$ cat src/i64dec_pkg.sv
// Package for the 64-bit integer to decimal ASCII converter.
// Holds field widths, character codes and the sequencer state type.
// No dependencies.
`default_nettype none

package i64dec_pkg;

  // Default conversion width of the value field.
  localparam int unsigned DATA_WIDTH_DEF = 64;

  // Fixed field widths.
  localparam int unsigned VALUE_W = 64;
  localparam int unsigned CHAR_W  = 8;
  localparam int unsigned LEN_W   = 5;
  localparam int unsigned DIGIT_W = 4;

  // Character codes.
  localparam logic [CHAR_W-1:0] ASCII_ZERO  = 8'h30;
  localparam logic [CHAR_W-1:0] ASCII_MINUS = 8'h2D;

  // Longest text the result channel can carry.
  localparam logic [LEN_W-1:0] MAX_TEXT_LEN = 5'd20;

  // Sequencer states, one-hot.
  typedef enum logic [3:0] {
    ST_IDLE = 4'b0001,
    ST_CONV = 4'b0010,
    ST_NORM = 4'b0100,
    ST_EMIT = 4'b1000
  } state_t;

endpackage : i64dec_pkg

`default_nettype wire

$ cat src/int64_to_decimal_ascii.sv
// Integer to decimal ASCII converter: top level and only module.
// Depends on i64dec_pkg for widths, character codes and the state type.
// Uses a shared shift-and-add-3 (double dabble) unit, one bit per cycle.

// A value transaction is taken only while the block is idle. The magnitude is
// converted to BCD one bit per cycle by a single shift-and-add-3 unit. Leading
// zero digits are then stripped one per cycle, up to DIGITS-1 of them (19 at
// the default width), and the first character is loaded, after which one
// character per cycle is offered on the result stream while the stream is ready,
// sign first. Stripped and printed digits together always make DIGITS. Every
// character carries the full text length, and the final one is marked with tlast.
`default_nettype none

module int64_to_decimal_ascii #(
  parameter int unsigned DATA_WIDTH = i64dec_pkg::DATA_WIDTH_DEF
) (
  input  wire logic                           clk,
  input  wire logic                           rst_n,
  // Input stream.
  input  wire logic                           in_tvalid,
  output logic                                in_tready,
  input  wire logic [i64dec_pkg::VALUE_W-1:0] in_tdata,  // [63:0] value
  input  wire logic                           in_tuser,  // [0] is_signed
  // Result stream.
  output logic                                out_tvalid,
  input  wire logic                           out_tready,
  output logic [i64dec_pkg::CHAR_W-1:0]       out_tdata, // [7:0] character
  output logic                                out_tlast, // is_last
  output logic [i64dec_pkg::LEN_W-1:0]        out_tuser  // [4:0] text_length
);

  // Number of decimal digits of 2^DATA_WIDTH - 1.
  localparam int unsigned DIGITS = (DATA_WIDTH * 30103) / 100000 + 1;
  localparam int unsigned BCD_W  = DIGITS * i64dec_pkg::DIGIT_W;
  localparam int unsigned CNT_W  = $clog2(DATA_WIDTH);
  localparam int unsigned DW     = i64dec_pkg::DIGIT_W;
  localparam int unsigned LW     = i64dec_pkg::LEN_W;
  localparam int unsigned CW     = i64dec_pkg::CHAR_W;

  i64dec_pkg::state_t    state_r, state_nxt;
  logic [DATA_WIDTH-1:0] mag_r, mag_nxt;
  logic [BCD_W-1:0]      bcd_r, bcd_nxt;
  logic [CNT_W-1:0]      cnt_r, cnt_nxt;
  logic [LW-1:0]         nd_r, nd_nxt;
  logic [LW-1:0]         len_r, len_nxt;
  logic [LW-1:0]         rem_r, rem_nxt;
  logic                  neg_r, neg_nxt;
  logic [CW-1:0]         char_r, char_nxt;
  logic                  out_valid_r, out_valid_nxt;

  logic [DATA_WIDTH-1:0] in_val;
  logic                  in_neg;
  logic [BCD_W-1:0]      bcd_adj;
  logic [DW-1:0]         top_digit;
  logic [CW-1:0]         top_char;

  // Port outputs.
  assign in_tready  = (state_r == i64dec_pkg::ST_IDLE);
  assign out_tvalid = out_valid_r;
  assign out_tdata  = char_r;
  assign out_tlast  = (rem_r == LW'(1));
  assign out_tuser  = len_r;

  // Sign and raw value of the incoming transaction.
  assign in_val = in_tdata[DATA_WIDTH-1:0];
  assign in_neg = in_tuser & in_val[DATA_WIDTH-1];

  // Most significant BCD digit and its character.
  assign top_digit = bcd_r[BCD_W-1 -: DW];
  assign top_char  = i64dec_pkg::ASCII_ZERO | {{(CW-DW){1'b0}}, top_digit};

  // Shared add-3 correction across all digits before each shift.
  always_comb begin
    bcd_adj = bcd_r;
    for (int i = 0; i < int'(DIGITS); i++) begin
      if (bcd_r[i*DW +: DW] >= DW'(5)) begin
        bcd_adj[i*DW +: DW] = bcd_r[i*DW +: DW] + DW'(3);
      end
    end
  end

  // Sequencer.
  always_comb begin
    state_nxt     = state_r;
    mag_nxt       = mag_r;
    bcd_nxt       = bcd_r;
    cnt_nxt       = cnt_r;
    nd_nxt        = nd_r;
    len_nxt       = len_r;
    rem_nxt       = rem_r;
    neg_nxt       = neg_r;
    char_nxt      = char_r;
    out_valid_nxt = out_valid_r;
    unique case (state_r)
      i64dec_pkg::ST_IDLE: begin
        if (in_tvalid) begin
          mag_nxt   = in_neg ? (DATA_WIDTH'(0) - in_val) : in_val;
          neg_nxt   = in_neg;
          bcd_nxt   = '0;
          cnt_nxt   = CNT_W'(DATA_WIDTH - 1);
          nd_nxt    = LW'(DIGITS);
          state_nxt = i64dec_pkg::ST_CONV;
        end
      end
      i64dec_pkg::ST_CONV: begin
        bcd_nxt = {bcd_adj[BCD_W-2:0], mag_r[DATA_WIDTH-1]};
        mag_nxt = {mag_r[DATA_WIDTH-2:0], 1'b0};
        cnt_nxt = cnt_r - CNT_W'(1);
        if (cnt_r == '0) begin
          state_nxt = i64dec_pkg::ST_NORM;
        end
      end
      i64dec_pkg::ST_NORM: begin
        if ((top_digit == '0) && (nd_r > LW'(1))) begin
          bcd_nxt = {bcd_r[BCD_W-DW-1:0], {DW{1'b0}}};
          nd_nxt  = nd_r - LW'(1);
        end else begin
          len_nxt       = nd_r + LW'(neg_r);
          rem_nxt       = nd_r + LW'(neg_r);
          out_valid_nxt = 1'b1;
          state_nxt     = i64dec_pkg::ST_EMIT;
          if (neg_r) begin
            char_nxt = i64dec_pkg::ASCII_MINUS;
            neg_nxt  = 1'b0;
          end else begin
            char_nxt = top_char;
            bcd_nxt  = {bcd_r[BCD_W-DW-1:0], {DW{1'b0}}};
          end
        end
      end
      i64dec_pkg::ST_EMIT: begin
        if (out_tready) begin
          if (rem_r == LW'(1)) begin
            out_valid_nxt = 1'b0;
            state_nxt     = i64dec_pkg::ST_IDLE;
          end else begin
            rem_nxt  = rem_r - LW'(1);
            char_nxt = top_char;
            bcd_nxt  = {bcd_r[BCD_W-DW-1:0], {DW{1'b0}}};
          end
        end
      end
      default: begin
        state_nxt     = i64dec_pkg::ST_IDLE;
        out_valid_nxt = 1'b0;
      end
    endcase
  end

  // Control registers.
  always_ff @(posedge clk) begin
    if (!rst_n) begin
      state_r     <= i64dec_pkg::ST_IDLE;
      out_valid_r <= 1'b0;
    end else begin
      state_r     <= state_nxt;
      out_valid_r <= out_valid_nxt;
    end
  end

  // Datapath registers.
  always_ff @(posedge clk) begin
    mag_r  <= mag_nxt;
    bcd_r  <= bcd_nxt;
    cnt_r  <= cnt_nxt;
    nd_r   <= nd_nxt;
    len_r  <= len_nxt;
    rem_r  <= rem_nxt;
    neg_r  <= neg_nxt;
    char_r <= char_nxt;
  end

  // The block never offers a result while it is ready for a new value.
  assert property (@(posedge clk) disable iff (!rst_n)
    in_tready |-> !out_tvalid)
    else $error("result offered while idle");

  // A taken value keeps the block busy in the next cycle.
  assert property (@(posedge clk) disable iff (!rst_n)
    (in_tvalid && in_tready) |=> !in_tready)
    else $error("block ready straight after taking a value");

  // Delivering the final character returns the block to idle.
  assert property (@(posedge clk) disable iff (!rst_n)
    (out_tvalid && out_tready && out_tlast) |=> (in_tready && !out_tvalid))
    else $error("block not idle after final character");

  // The sign only ever comes as the first character of a text.
  assert property (@(posedge clk) disable iff (!rst_n)
    (out_tvalid && (out_tdata == i64dec_pkg::ASCII_MINUS)) |->
      ((rem_r == out_tuser) && !out_tlast))
    else $error("sign not in first place");

  // The reported length stays within the text limit.
  assert property (@(posedge clk) disable iff (!rst_n)
    out_tvalid |-> ((out_tuser != '0) && (out_tuser <= i64dec_pkg::MAX_TEXT_LEN)
                    && (rem_r <= out_tuser)))
    else $error("text length out of range");

endmodule : int64_to_decimal_ascii

`default_nettype wire
$ cat config.mk
export PLATFORM = sky130hd
export DESIGN_NAME = int64_to_decimal_ascii
export DESIGN_NICKNAME = d
export VERILOG_FILES = /design/src/i64dec_pkg.sv /design/src/int64_to_decimal_ascii.sv
export SDC_FILE = /design/constraint.sdc
export NUM_CORES = 1
export LEC_CHECK = 0
export ABC_AREA = 1
export BUFFER_PORTS_ARGS = -buffer_cell sky130_fd_sc_hd__buf_2
export CAP_MARGIN = 5
export CORE_UTILIZATION = 53
export CTS_BUF_LIST = sky130_fd_sc_hd__clkbuf_16
export CTS_CLUSTER_DIAMETER = 40
export DETAILED_ROUTE_END_ITERATION = 8
export PLACE_DENSITY = 0.79
export SLEW_MARGIN = 20
export SYNTH_ARGS = -nofsm -noshare
export SYNTH_HDL_FRONTEND = slang
export SYNTH_SLANG_ARGS = --single-unit
$ cat constraint.sdc
create_clock -name clk -period 7.5 [get_ports clk]
set_input_delay 0.375 -clock clk [delete_from_list [all_inputs] [get_ports clk]]
set_output_delay 0.375 -clock clk [all_outputs]
set_load 0.1 [all_outputs]
## Yosys cells after proc, flatten, opt, wreduce, memory -nomap -nowiden

Index checks and enable logic that the tools add are counted.

| cells by class | value |
|---|---|
| bitwise operators | 3 |
| reduce and logical (&&, ||, !) cells | 16 |
| eq/ne operators | 13 |
| order comparisons | 21 |
| add/sub/neg operators | 25 |
| multiplexer cells | 56 |

Operator list:

| cell | count |
|---|---|
| two-way mux 80 bit | 5 |
| case mux 80 bit (4 select lines) | 1 |
| two-way mux 64 bit | 2 |
| case mux 64 bit (2 select lines) | 1 |
| two-way mux 4 bit | 24 |
| >= comparator 4 x 3 -> 1 bit (second input constant) | 20 |
| adder 4 x 2 -> 4 bit (second input constant) | 19 |
| subtractor 1 x 64 -> 64 bit (first input constant) | 1 |
| two-way mux 5 bit | 6 |
| two-way mux 8 bit | 3 |
| case mux 5 bit (2 select lines) | 2 |
| case mux 4 bit (4 select lines) | 1 |
| case mux 8 bit (2 select lines) | 1 |
| inequality test 2 bit (second input constant) | 7 |
| case mux 6 bit (2 select lines) | 1 |
| AND reduction 5 bit | 2 |
| subtractor 5 x 1 -> 5 bit (second input constant) | 2 |
| AND reduction 4 bit | 2 |
| zero test 6 bit | 1 |
| two-way mux 6 bit | 1 |
| AND reduction 3 bit | 2 |
| nonzero test 2 bit | 3 |
| subtractor 6 x 1 -> 6 bit (second input constant) | 1 |
| adder 5 x 1 -> 5 bit | 1 |
| 19 further kinds | 25 |

| storage, ports and cells | value |
|---|---|
| logic and storage cells | 144 |
| output and inout bits | 16 |
| bits in registers | 179 |
| bits of input ports | 69 |

## Depth between registers and ports, before layout

Gate-level depths: netlist of the first run.

| logic depth | value |
|---|---|
| depth in word-level cells | 4 |
| mapped depth | 12 |
| depth with buffers taken out | 12 |

## Least setup slack after synthesis of the first run

Ideal clock, no wire load.

| timing | value |
|---|---|
| kind | register to register |
| start point | register rem_r[0] |
| end point | register bcd_r[0], enable pin |
| arrival | 5402 ps |
| clock period less this slack | 5947 ps |
| required time | 6955 ps |
| cell stages (with the launch flop) | 7 |
| library setup time | 545 ps |
| buffers on the path | 0 |
| slack | 1553 ps |
| cell sequence | edfxtp_1 ha_1 nand3_1 inv_1 a21oi_1 nand3_1 a21oi_1 |

| on the way | value |
|---|---|
| cells in the longest elaborated chain, start to end | 3 |

RTL lines:

| what | RTL line | text |
|---|---|---|
| start: declaration | int64_to_decimal_ascii.sv:46 | `logic [LW-1:0] rem_r, rem_nxt;` |
| start signal: assignment | int64_to_decimal_ascii.sv:168 | `rem_r <= rem_nxt;` |
| == test 5 x 1 -> 1 bit | - |  |
| via out_tlast | int64_to_decimal_ascii.sv:28 | `output logic out_tlast,` |
| inequality test 2 bit (no source line) | - |  |
| AND reduction 5 bit (no source line) | - |  |
| end signal: assignment | int64_to_decimal_ascii.sv:164 | `bcd_r <= bcd_nxt;` |
| end: declaration | int64_to_decimal_ascii.sv:42 | `logic [BCD_W-1:0] bcd_r, bcd_nxt;` |

The timed path passes the listed nets, and every way through them passes these cells.
A chain may end at the register's enable or synchronous reset.

## Final worst setup path of the first run

| timing | value |
|---|---|
| start point | register state_r[0] |
| end point | register bcd_r[9], enable pin |

| on the way | value |
|---|---|
| cells in the longest elaborated chain, start to end | 3 |
| elaborated cells between the ends (all ways) | 10 |
| those cells by class | eq/ne (8); reduce/logical (2) |

RTL lines:

| what | RTL line | text |
|---|---|---|
| start: declaration | int64_to_decimal_ascii.sv:40 | `i64dec_pkg::state_t state_r, state_nxt;` |
| start signal: assignment | int64_to_decimal_ascii.sv:153 | `state_r <= i64dec_pkg::ST_IDLE;` |
| start signal: assignment | int64_to_decimal_ascii.sv:156 | `state_r <= state_nxt;` |
| == test 4 x 3 -> 1 bit, or another cell as far along | int64_to_decimal_ascii.sv:94 | `unique case (state_r)` |
| inequality test 3 bit (no source line), or another cell as far along | - |  |
| AND reduction 5 bit (no source line) * | - |  |

Mark *: on every way between the ends. The rest lies on a longest branch, timed or not.

==> results of run 1 <==
-- through the flow --
| step | instance area (sq um) | cells | hold slack, ns |
|---|---|---|---|
| floorplan | 11700 | 1458 | 0.459 |
| global placement | 12300 | 1777 | 0.477 |
| detailed placement | 12300 | 1777 | 0.474 |
| CTS | 12800 | 1809 | 0.185 |
| global route | 12800 | 1809 | 0.190 |
| finish | 12800 | 1809 | 0.197 |
-- state kept, by name (all words and copies together) (netlist names) --
| name | flops |
|---|---|
| out_tuser | 5 |
| state_r | 4 |
| out_tvalid | 1 |
| rem_r | 5 |
| neg_r | 1 |
| bcd_r | 80 |
| out_tdata | 5 |
| mag_r | 64 |
| cnt_r | 6 |
| nd_r | 5 |
-- worst paths after layout --
| kind | end | slack, ns | cells after the start | startpoint |
|---|---|---|---|---|
| worst max-delay path | bcd_r[9] | 4.51 | 9 | state_r[0] |
| worst min-delay path | state_r[0] | 0.20 | 2 | rst_n |
| worst min register to register | out_tvalid | 0.49 | 2 | out_tvalid |
| worst max register to register | bcd_r[9] | 4.51 | 9 | state_r[0] |
-- worst reg2reg max path: stages, from the launching register on --
cell                      delay, ns
sky130_fd_sc_hd__dfxtp_1       0.35
sky130_fd_sc_hd__nor2_2        0.18
sky130_fd_sc_hd__nand3_2       0.25
sky130_fd_sc_hd__nand2_1       0.19
sky130_fd_sc_hd__inv_2         0.04
sky130_fd_sc_hd__buf_4         0.35
sky130_fd_sc_hd__nand2_1       0.16
sky130_fd_sc_hd__nand3_1       0.12
sky130_fd_sc_hd__a21oi_4       0.13
sky130_fd_sc_hd__buf_4         0.78
-- per-layer routing --
metal | vias to the layer above | track usage, % | part of all wire [%]
li1 | 4986 | - | -
met1 | 4552 | 33.9 | 44
met2 | 367 | 39.1 | 46
met3 | 36 | 4.45 | 8.1
met4 | 0 | 6.70 | 1.8
met5 | - | 0 | 0
-- logic make-up after synthesis --
group / count (synthesis)
AND/OR/NAND/NOR: 745
AO/OA/AOI/OAI: 223
buffers and inverters: 213
flip-flops: 176
adder cells (fa/ha/maj): 50
XOR/XNOR: 48
other: 2
-- final cells by class --
class	instances	area share, %
Multi-Input combinational cell	1069	43.6
Sequential cell	176	40.8
Inverter	170	5.00
Timing Repair Buffer	87	3.51
Clock buffer	17	3.32
Tap cell	275	2.68
Clock inverter	15	1.09
-- cells in the final DEF, fill, tap and decap left out, types with 5 or more instances in the layout --
master,Yosys,routed
sky130_fd_sc_hd__nand2_1,374,373
sky130_fd_sc_hd__nor2_1,213,213
sky130_fd_sc_hd__edfxtp_1,171,171
sky130_fd_sc_hd__inv_1,160,161
sky130_fd_sc_hd__o21ai_0,113,113
sky130_fd_sc_hd__buf_2,23,81
sky130_fd_sc_hd__nand3_1,73,73
sky130_fd_sc_hd__ha_1,50,50
sky130_fd_sc_hd__o22ai_1,41,41
sky130_fd_sc_hd__xor2_1,34,34
sky130_fd_sc_hd__nand4_1,22,22
sky130_fd_sc_hd__a21oi_1,21,20
sky130_fd_sc_hd__clkbuf_16,0,17
sky130_fd_sc_hd__o32ai_1,16,16
sky130_fd_sc_hd__xnor2_1,14,14
sky130_fd_sc_hd__o21ai_1,14,14
sky130_fd_sc_hd__nor2_2,13,13
sky130_fd_sc_hd__nand2_2,10,11
sky130_fd_sc_hd__nand3b_1,11,11
sky130_fd_sc_hd__inv_2,9,9
sky130_fd_sc_hd__nor2_4,8,8
sky130_fd_sc_hd__o21ai_2,6,6
sky130_fd_sc_hd__buf_4,10,6
sky130_fd_sc_hd__nand3_2,5,5
sky130_fd_sc_hd__nor3_1,5,5
sky130_fd_sc_hd__clkinv_4,0,5
sky130_fd_sc_hd__dfxtp_1,5,5
-- power by group through the flow --
| stage | logic, mW | registers (mW) | clock network, mW |
|---|---|---|---|
| after global routing | 0.723 | 1.35 | 0.909 |
| after global placement | 0.606 | 1.35 | 0 |
| after floorplan | 0.465 | 1.35 | 0 |
| after detailed placement | 0.627 | 1.35 | 0 |
| final | 0.635 | 1.33 | 0.861 |
| after CTS | 0.631 | 1.33 | 0.871 |
==> results.md, run 1 <==
Routing:
- The number of DRC markers after the initial detailed-route iteration is 915.
- The post-route DRC violation count is 0.
- In the final routed layout, each cell accounts on average for 14.7 microns.
- The total wirelength of the detailed-routed design is 26600 microns.
- The detailed-router iteration count before antenna repair is 5.
- The total via count after detailed routing is 9941.
- The detail-routed via count per cell is 5.50.
- The number of nets with antenna violations after detailed routing is 0.

Global routing:
- The number of antenna violations at the first check in global routing was 0.
- The overall fraction of global-route tracks in use is 24.4%.
- The total congestion overflow after global routing is 0.
- The wire length of the first global-routing pass is 43700 microns.
- Entering global routing, the biggest net connects 84 pins.
- The number of global-route vias before repair is 9115.

Clock network:
- The number of sinks on the clock net is 176.
- The worst-case clock buffer depth is 2.
- TritonCTS built the clock tree.
- CTS placed an instance of sky130_fd_sc_hd__clkbuf_16 at the clock tree root.
- The number of gates resized after CTS was 0.
- The clock slew seen by the registers of the worst setup and hold paths is 0.07 ns.
- In this run, CTS created clock tree buffers numbering 17.
- The H-tree was split into 4 levels.
- The clock insertion delay at the later pin of the skew report is 0.43 ns.
- The buffer count from post-CTS setup fixing is 0.
- The hold buffer count at cts is 0.

Floorplanning:
- The effective utilization at floorplan is 54.8%.
- The die footprint is 22700 sq um.
- The floorplan die height is 151 microns.
- In this run the horizontal extent of the chip is 151 microns.
- The region available for standard cell placement spans 21400 sq um.
- The boundary pin count is 85.
- After floorplanning, the core was divided into 53 placement rows.

Timing:
- The headroom to the max-slew limit is 30.4%.
- Setup repair after global routing left no endpoint under its margin.
- The fmax is 335 MHz.
- The post-route worst setup slack is 4.51 ns.
- The max-slew violation count was 0.
- The final count of hold timing violations is 0.
- The worst setup skew after layout is 0.00914 ns.
- The time the final worst path needs with I/O delays and setup is 2.99 ns.
- The total negative slack is 0 ns.
- The fraction of the cycle the final worst path needs is 39.8%.
- Setup violations remaining at the end of the flow were counted as 0.
- The transition time of the tightest slew-check pin is 1.04 ns.

Place:
- In this run the tool buffered the top-level ports with 81 buffer cells.
- Routability-driven placement finished with a final weighted congestion of 0.976.
- Detailed placement finished with a half-perimeter wire length of 19100 microns.
- The worst slack at placement is 4.57 ns.

Yosys:
- Of the post-synthesis cell area, the dominant cell type holds 43.9%.
- By area, the combinational part of the netlist is dominated by simple AND/OR/NAND/NOR gates.
- Summing the areas of all xor and xnor instances in the mapped netlist gives 3.59% of the synthesized area.
- The multiplexer fraction of the synthesized cell area is 0%.
- In this run, distinct cell masters in the synthesized netlist total 46.
- The average instance in the mapped netlist occupies 8.03 sq um.
- The number of flops mapped to enable cells by yosys is 171.
- The synthesized instance count is 1457.
- Counting flops and latches in the post-synthesis netlist gives 176.
- The Yosys step of the flow raised 0 warnings.
- For this run, asynchronously set or reset flops after synthesis account for 0%.
- The top flip-flop cell by instance count after synthesis is sky130_fd_sc_hd__edfxtp_1.
- The summed instance area of the synthesized netlist is 11700 sq um.
- The synthesized netlist devotes 11.1% of its cell area to compound gates.
- Ranked by instance count, the synthesized netlist is headed by sky130_fd_sc_hd__nand2_1 (374), sky130_fd_sc_hd__nor2_1 (213), sky130_fd_sc_hd__edfxtp_1 (171).
- The adder-cell share of the synthesized area is 5.35%.
- The sequential fraction of the synthesis area is 44.7%.
- Among all cell types in the netlist, the one instantiated most often is sky130_fd_sc_hd__nand2_1.
- The simple logic cell fraction of the synthesized area is 27.5%.
- After synthesis, the cell types taking the most area are sky130_fd_sc_hd__edfxtp_1 (44%), sky130_fd_sc_hd__nand2_1 (12%), sky130_fd_sc_hd__nor2_1 (6.8%).
- Summed over all instances, the cell type with the most area after synthesis is sky130_fd_sc_hd__edfxtp_1.

Critical path:
- The number of buffers and inverters on the critical path is 3.
- For this design, the slowest cell found on the critical path is sky130_fd_sc_hd__buf_4.
- The launching element type of the critical path is a register.
- The type of destination of the critical path is a register.
- The cell family contributing the most delay on the critical path is buffers and inverters.
- The setup path with the least slack is of type register to register.
- The largest single stage delay on the critical path is 0.78 ns.
- The maximum fanout count along the critical path is 80.
- At the worst endpoint, the arrival time is 3.04 ns.
- The data required time at the worst endpoint is 7.55 ns.
- The critical path goes through nor2_2 > nand3_2 > nand2_1 > inv_2 > buf_4 > nand2_1 > nand3_1 > a21oi_4 > buf_4.

Power:
- Per report_power, the sequential group accounts for 47.1% of the total.
- Power spread over the standard cell area amounts to 221 nW/um^2.
- The maximum vdd drop is 0.150 mV.
- Net switching is 32.4% of the power.
- The analysis attributes to net switching a power of 916 uW.
- The part of the total power dissipated in combinational logic is 22.4%.
- The analysis attributes to cell leakage a power of 5.32 nW.
- Power comes to 2.83 mW.
- The power share of the clock group is 30.5%.
- The internal power contribution is 1.91 mW.

Worst hold path:
- The min-delay analysis places its worst path in the category input port to register.

Layout:
- In the final layout, the multi-input gates occupy 5590 sq um.
- The final layout contains 1640 nets.
- The repair_antennas step left the layout with diodes totalling 0.
- Measured on the finished design, the core utilization comes to 60.0%.
- Counting the fill cells in the layout gives 1892.
- Relative to the synthesized area, the layout overhead comes to 9.56%.
- The sequential cells in the finished layout cover a total of 5240 sq um.
- The fraction of final layout cells with drive strength greater than 1 is 11.7%.

Run:
- The count of max-cap constraint violations is 0.

Status:
- The run finished with clean final reports.
No activity file was read; power rests on OpenSTA's default activity.
==> inputs of run 2 (changes only) <==
- PLACE_DENSITY: 0.79 -> 0.81
- clock period: 7.5 -> 2.4 ns (I/O delays scaled with it)
==> run 2 against run 1 <==
Cell count rose by 0.33%. Worst hold slack worse by 0.14 ns. Sequential power increased to 3.1 times the previous value. Clock skew barely moved. First-iteration DRC count up 4.5%. Clock power rose to 3.3 times the previous value. Via count rose by 2.0%. Setup slack lost 4.3 ns. Sequential share of layout area shrank 0.43 points. Critical endpoint is now out_tdata[1]. Largest power group unchanged.
==> results.md, run 2 (synthesis results as in run 1) <==
Power:
- The power density over the cells is 697 nW/um^2.
- The worst-case IR drop observed on VDD is 0.520 mV.
- The total power is 9.03 mW.
- The analysis attributes to cell leakage a power of 5.38 nW.

Layout:
- The register name with the most flops is bcd_r.
- The end-of-flow core utilization is 60.7%.
- The relative area change from synthesis to final layout is 10.7%.
- The repair_antennas step left the layout with diodes totalling 0.
- The largest registers in the layout are bcd_r: 80 flops, mag_r: 64 flops, cnt_r: 6 flops.
- The register with the most flip-flops in the layout has 80 of them.
- Leaving out fill and tap cells, the most frequent cell in the layout is sky130_fd_sc_hd__nand2_1.
- Leaving out fill and tap cells, the most frequent cells in the layout are sky130_fd_sc_hd__nand2_1 (373), sky130_fd_sc_hd__nor2_1 (213), sky130_fd_sc_hd__edfxtp_1 (171).
- In the final layout, the share of cells above drive strength 1 is 12.3%.
- The count of nets after finishing is 1646.
- The final design instance area without fill is 13000 sq um.

Clock network:
- After clock tree synthesis, the clock-pin slew on the worst setup and hold paths is 0.07 ns.
- CTS built an H-tree with a depth of 4.
- The number of sinks on the clock net is 176.
- The clock tree from TritonCTS is done.
- Buffers inserted during clock tree synthesis total 17.
- The clock insertion delay at the later pin of the skew report is 0.44 ns.
- No sink is reached through more buffers than the 2 on the longest clock path.
- The clock root buffer is sky130_fd_sc_hd__clkbuf_16.
- The buffer count from post-CTS setup fixing is 0.

Critical path:
- The data required time at the worst endpoint is 2.47 ns.
- The data arrival time of the critical path is 2.24 ns.
- The setup slack on the worst flop-to-flop path is 0.23 ns.
- The launching element type of the critical path is a register.
- By startpoint and endpoint, the worst setup path is classified as register to register.
- For the worst flop-to-flop path, the logic depth is 6.
- Along the worst path, the maximum fanout reaches 12.
- The worst setup path is captured at a register.
- The startpoint identified for the worst register-to-register timing path is state_r[0].
- The end of the worst register-to-register path is out_tdata[1].

Timing:
- Setup violations remaining at the end of the flow were counted as 0.
- The final count of hold timing violations is 0.
- The fmax is 461 MHz.
- The headroom to the max-slew limit is 46.1%.
- Between clock sinks in the finished design, the worst skew comes to 0.00950 ns.
- After layout, the worst path uses 90.4% of the clock period.
- The max-slew violation count came to 0.
- Setup repair after global routing left no endpoint under its margin.
- The transition time of the tightest slew-check pin is 0.809 ns.
- In the post-route analysis, the smallest setup slack over all paths is 0.230 ns.
- The time the final worst path needs with I/O delays and setup is 2.17 ns.

Global routing:
- The number of global-route vias before repair came to 9454.
- The most crowded layer after global routing is met2.
- Across every metal layer, demand over resource in global routing totals 24.9%.
- The pin count of the biggest net entering global routing is 90.
- The number of antenna violations at the first check in global routing is 0.
- The wire length of the first global-routing pass is 44600 microns.
- The global-route met2 utilization is 41.2%.
- The met3 track utilization from global routing is 4.85%.
- The total congestion overflow after global routing is 0.
- The met1 track utilization from global routing is 32.8%.

Floorplanning:
- The floorplan die height is 151 microns.
- The die footprint is 22700 sq um.
- The die is 151 microns wide.
- The core region is 21400 sq um.
- After floorplanning, the core was divided into 53 placement rows.
- In this run the count of I/O pins placed on the die edge is 85.
- The effective utilization at floorplan is 54.8%.

Run:
- Across the run, the number of max-cap violations was 0.

Routing:
- The first detailed-routing pass took 6 iterations.
- The average detailed-routed wire length per instance is 15.1 microns.
- The number of DRC markers after the initial detailed-route iteration is 956.
- In the routed design, unresolved DRC markers number 0.
- The total via count after detailed routing is 10.1k.
- The routed design has 27500 microns of wire.
- Dividing the detail-routed via count by the number of cells gives 5.58.
- Once detail routing completed, the nets flagged for antenna violations numbered 0.

Place:
- The half-perimeter wire length after placement is 19500 microns.
- In this run the cell area measured after placement is 12400 sq um.
- The number of port buffers is 81.
- Timing analysis after detailed placement gives a worst setup slack of 0.239 ns.
- The final estimated routing congestion in global placement is 0.982.

Worst hold path:
- The startpoint identified for the worst hold timing path is in_tdata[0].
- The tightest min-delay check is of the input port to register type.
- Counting instances, the worst hold path has a depth of 3.
- For hold timing, the worst endpoint is mag_r[0].

Status:
- The flow ran to the end, and the final reports show no timing, DRC or antenna violations.
==> run 2: worst max path at each step <==
| stage | slack [ns] | endpoint | cells past startpoint | start |
|---|---|---|---|---|
| floorplan | -0.86 | bcd_r[0] | 6 | rem_r[0] |
| global placement | 0.32 | bcd_r[13] | 7 | nd_r[0] |
| detailed placement | 0.24 | out_tdata[3] | 6 | state_r[0] |
| CTS | 0.22 | out_tdata[2] | 6 | state_r[0] |
| global route | 0.07 | rem_r[4] | 6 | state_r[0] |
| finish | 0.23 | out_tdata[1] | 6 | state_r[0] |
==> run 2: power breakdown <==
part	switching [mW]	internal (mW)	total, mW
registers	0.239	3.92	4.16
clock network	1.25	1.55	2.80
logic	1.42	0.648	2.07
total	2.91	6.12	9.03
==> run 2: layer usage <==
layer	vias up	part of all wire [%]
met5	-	0
met4	0	1.8
met3	55	7.8
met2	403	47
met1	4689	43
li1	4988	-
==> run 2: repair_timing <==
item,4_1_cts,5_1_grt
setup endpoints to repair,0,0
resized for setup,0,0
hold buffers,1,0
hold endpoints to repair,2,0
==> run 2: metrics by stage <==
stage | hold WS, ns | TNS (ns) | std cells
after floorplan | 0.204 | -69.10 | 1458
after global placement | 0.367 | 0 | 1782
after detailed placement | 0.368 | 0 | 1782
after CTS | 0.0398 | 0 | 1815
after global routing | 0.0585 | 0 | 1815
final | 0.0609 | 0 | 1815
==> run 2: layout make-up <==
cell class              count  area (sq um)
clock buffers              17           425
clock inverters            15           160
fillers                  1854          8390
inverters                 170           644
multi-input cells        1069          5610
flip-flops and latches    176          5240
well taps                 275           344
repair buffers             93           536
==> run 2: critical path: stages, from the launching register on <==
cell and delay [ns]:
sky130_fd_sc_hd__dfxtp_1 0.42, sky130_fd_sc_hd__nor2_2 0.09, sky130_fd_sc_hd__nand3_2 0.21, sky130_fd_sc_hd__inv_1 0.15, sky130_fd_sc_hd__a21oi_2 0.21, sky130_fd_sc_hd__nand2_1 0.09
sky130_fd_sc_hd__nor2_1 0.63
==> inputs of run 3 (changes only) <==
- BUFFER_PORTS_ARGS: -buffer_cell sky130_fd_sc_hd__buf_2 -> default
- DONT_BUFFER_PORTS: default -> 1
- PLACE_DENSITY: 0.81 -> 0.75
- clock period: 2.4 -> 2.29 ns (I/O delays scaled with it)
==> run 3 against run 2 <==
The flow now finishes with violations (negative hold slack). Setup slack worse by 0.061 ns. Cell count is 0.39% lower. Largest power group unchanged. Final area is 2.5% higher. Largest cell class unchanged. Clock-buffer cell count stayed put. Routed wire length is 3.6% higher. Critical endpoint is now mag_r[63]. Clock skew is 0.0020 ns lower.
==> results.md, run 3 (synthesis results as in run 1) <==
Status:
- The flow ran to the end, but the final reports show violations.
- The final reports fail on negative hold slack.

Routing:
- The detailed-routed wire length on met3 is 2290 microns.
- The number of nets with antenna violations after detailed routing is 0.
- The detailed-router iteration count before antenna repair is 5.
- The highest metal layer carrying signal wires in the routed design is met4.
- The total wirelength of the detailed-routed design is 28400 microns.
- After detailed routing, the number of remaining DRC violations is 0.
- The wire length on met1 is 12100 microns.
- The routed design uses 13500 microns of met2 wire.
- The total via count after detailed routing is 10.1k.
- The first routing iteration left 748 violations.
- In the final routed layout, each cell accounts on average for 15.7 microns.
- The detail-routed via count per cell is 5.56.

Power:
- The power share of the clock group is 30.1%.
- The maximum vdd drop is 0.528 mV.
- The leakage power summed over all cells is 5.38 nW.
- The internal portion of the total power is 6.40 mW.
- The part of the total power dissipated in sequential elements is 46.3%.
- The power density over the cells is 708 nW/um^2.
- Net switching is 32.0% of the power.
- The completed layout was analyzed and its total power is 9.41 mW.
- The net switching power figure is 3.01 mW.
- The part of the total power dissipated in combinational logic is 23.6%.

Worst hold path:
- Along the worst hold path, the cell count comes to 4.
- The worst min-delay path category is input port to register.
- The terminating pin of the worst hold path is mag_r[37].
- The launch instance of the worst min-delay path is in_tdata[37].

Critical path:
- STA puts the critical path data arrival time at 2.31 ns.
- The endpoint identified for the worst register-to-register timing path is mag_r[63].
- The data required time at the worst endpoint is 2.48 ns.
- The source of the worst register-to-register timing path is state_r[2].
- The maximum fanout count along the critical path is 36.
- The critical path in this run is classified as register to register.
- The launching element type of the critical path is a register.
- In this run the register-to-register setup slack is 0.17 ns.
- Measured in cells, the most critical reg-to-reg path has a length of 8.
- The worst setup path is captured at a register.

Floorplanning:
- The effective utilization at floorplan is 54.8%.
- The die is 151 microns wide.
- The floorplan die height is 151 microns.
- For this design the top-level I/O count stands at 85.
- The floorplan core area is 21400 sq um.
- The die covers 22700 sq um.
- The floorplan has 53 rows.

Timing:
- The fraction of the cycle the final worst path needs is 92.6%.
- Setup repair after global routing left no endpoint under its margin.
- Hold timing on the final database bottoms out at a slack of -0.00424 ns.
- The worst setup skew after layout is 0.00748 ns.
- The final count of hold timing violations is 1.
- Setup violations remaining at the end of the flow were counted as 0.
- Timing would allow up to 472 MHz.
- The total negative slack is 0 ns.
- The max-slew violation count is 0.
- The headroom to the max-slew limit is 38.6%.
- The transition time of the tightest slew-check pin is 0.924 ns.
- For the finished layout, the period the worst path requires is 2.12 ns.
- The post-route worst setup slack is 0.169 ns.

Place:
- OpenSTA, run right after detailed placement, puts the worst setup slack at 0.0938 ns.
- The half-perimeter wire length after placement is 19700 microns.
- The placed instances occupy a cell area of 12100 sq um.
- The final estimated routing congestion in global placement is 0.950.
- The number of port buffers is 0.

Global routing:
- The number of antenna violations at the first check in global routing is 0.
- The overall fraction of global-route tracks in use is 25.7%.
- The total congestion overflow after global routing is 0.
- The number of global-route vias before repair came to 9562.
- The pin count of the biggest net entering global routing is 77.
- The wire length of the first global-routing pass is 45900 microns.

Layout:
- The library cell used most frequently in the layout, excluding fill and tap cells, is sky130_fd_sc_hd__nand2_1.
- The flip-flop count of the largest register, all copies and words added is 80.
- The relative area change from synthesis to final layout is 13.6%.
- The total area of multi-input combinational cells is 5620 sq um.
- The count of nets after finishing is 1639.
- Leaving out fill and tap cells, the most frequent cells in the layout are sky130_fd_sc_hd__nand2_1 (373), sky130_fd_sc_hd__nor2_1 (212), sky130_fd_sc_hd__edfxtp_1 (171).
- The final design instance area without fill is 13300 sq um.
- bcd_r holds more flip-flops than any other register.
- 0 antenna diodes ended up in the layout.
- The largest registers in the layout are bcd_r: 80 flops, mag_r: 64 flops, cnt_r: 6 flops.
- Of the cells placed in the final design, the portion with a size suffix greater than 1 is 8.02%.
- The layout filler cell count is 1799.
- In the final layout, flip-flops and latches occupy 5240 sq um.

Clock network:
- TritonCTS built the clock tree.
- The clock reaches the later pin of the worst-skew pair after 0.43 ns.
- The worst-case clock buffer depth is 2.
- The clock root buffer is sky130_fd_sc_hd__clkbuf_16.
- The H-tree generated during clock tree synthesis spans 4 levels.
- After clock tree synthesis, the clock-pin slew on the worst setup and hold paths is 0.07 ns.
- The number of sinks on the clock net is 176.
- The number of buffers added by the clock tree synthesis step is 17.

Run:
- The count of max-cap constraint violations is 0.
run 3: cell count changes in the layout (fill, tap and decap cells not counted), moves of 2 or more:
cell	previous run	this run
sky130_fd_sc_hd__buf_12	3	6
sky130_fd_sc_hd__buf_4	8	17
sky130_fd_sc_hd__buf_2	81	0
sky130_fd_sc_hd__dlygate4sd3_1	1	63
sky130_fd_sc_hd__inv_1	162	160
run 3: metrics by stage:
stage | std cells | util [%]
after floorplan | 1458 | -
after global placement | 1712 | 56.5
after detailed placement | 1712 | 56.5
after CTS | 1806 | 62.1
after global routing | 1808 | 62.2
final | 1808 | 62.2
run 3: cell type report:
| class | count | area share [%] |
|---|---|---|
| Tap cell | 275 | 2.59 |
| Clock buffer | 17 | 3.20 |
| Clock inverter | 15 | 1.04 |
| Inverter | 170 | 4.88 |
| Multi-Input combinational cell | 1069 | 42.3 |
| Timing Repair Buffer | 86 | 6.61 |
| Sequential cell | 176 | 39.4 |
run 3: worst max-delay path by stage:
stage                from         end  slack [ns]  cells past startpoint
2_1_floorplan    rem_r[0]    bcd_r[0]       -0.97                      6
3_3_place_gp      nd_r[1]   bcd_r[59]        0.15                      8
3_5_place_dp      nd_r[1]   bcd_r[59]        0.09                      8
4_1_cts           nd_r[1]   bcd_r[62]        0.09                      8
5_1_grt        state_r[0]  state_r[0]        0.04                      8
6_report       state_r[2]   mag_r[63]        0.17                      8
run 3: timing repair:
item | CTS | global route
gates resized for setup | 0 | 1
endpoints found under the hold margin | 62 | 1
buffers inserted | 0 | 1
hold buffers | 62 | 1
endpoints found under the setup margin | 0 | 68
run 3: layer usage:
layer	vias to the layer above	GRT usage, %
met5	-	0
met4	0	7.45
met3	55	6.45
met2	382	43.0
met1	4632	32.7
li1	4992	-
run 3: worst max-delay path, cell delays in order (launching register included):
cell and delay, ns:
sky130_fd_sc_hd__dfxtp_1 0.34, sky130_fd_sc_hd__inv_2 0.08, sky130_fd_sc_hd__nand2_1 0.08, sky130_fd_sc_hd__nor3_4 0.24
sky130_fd_sc_hd__inv_2 0.11, sky130_fd_sc_hd__buf_4 0.29, sky130_fd_sc_hd__nand3_1 0.14, sky130_fd_sc_hd__dlygate4sd3_1 0.56
sky130_fd_sc_hd__nand2_1 0.05
run 3: power by group through the flow:
stage	sequential (mW)	clock, mW	combinational (mW)
finish	4.36	2.84	2.22
global route	4.41	2.98	2.50
CTS	4.36	2.86	2.18
detailed placement	4.42	0	2.06
global placement	4.41	0	2.01
floorplan	4.38	0	1.54
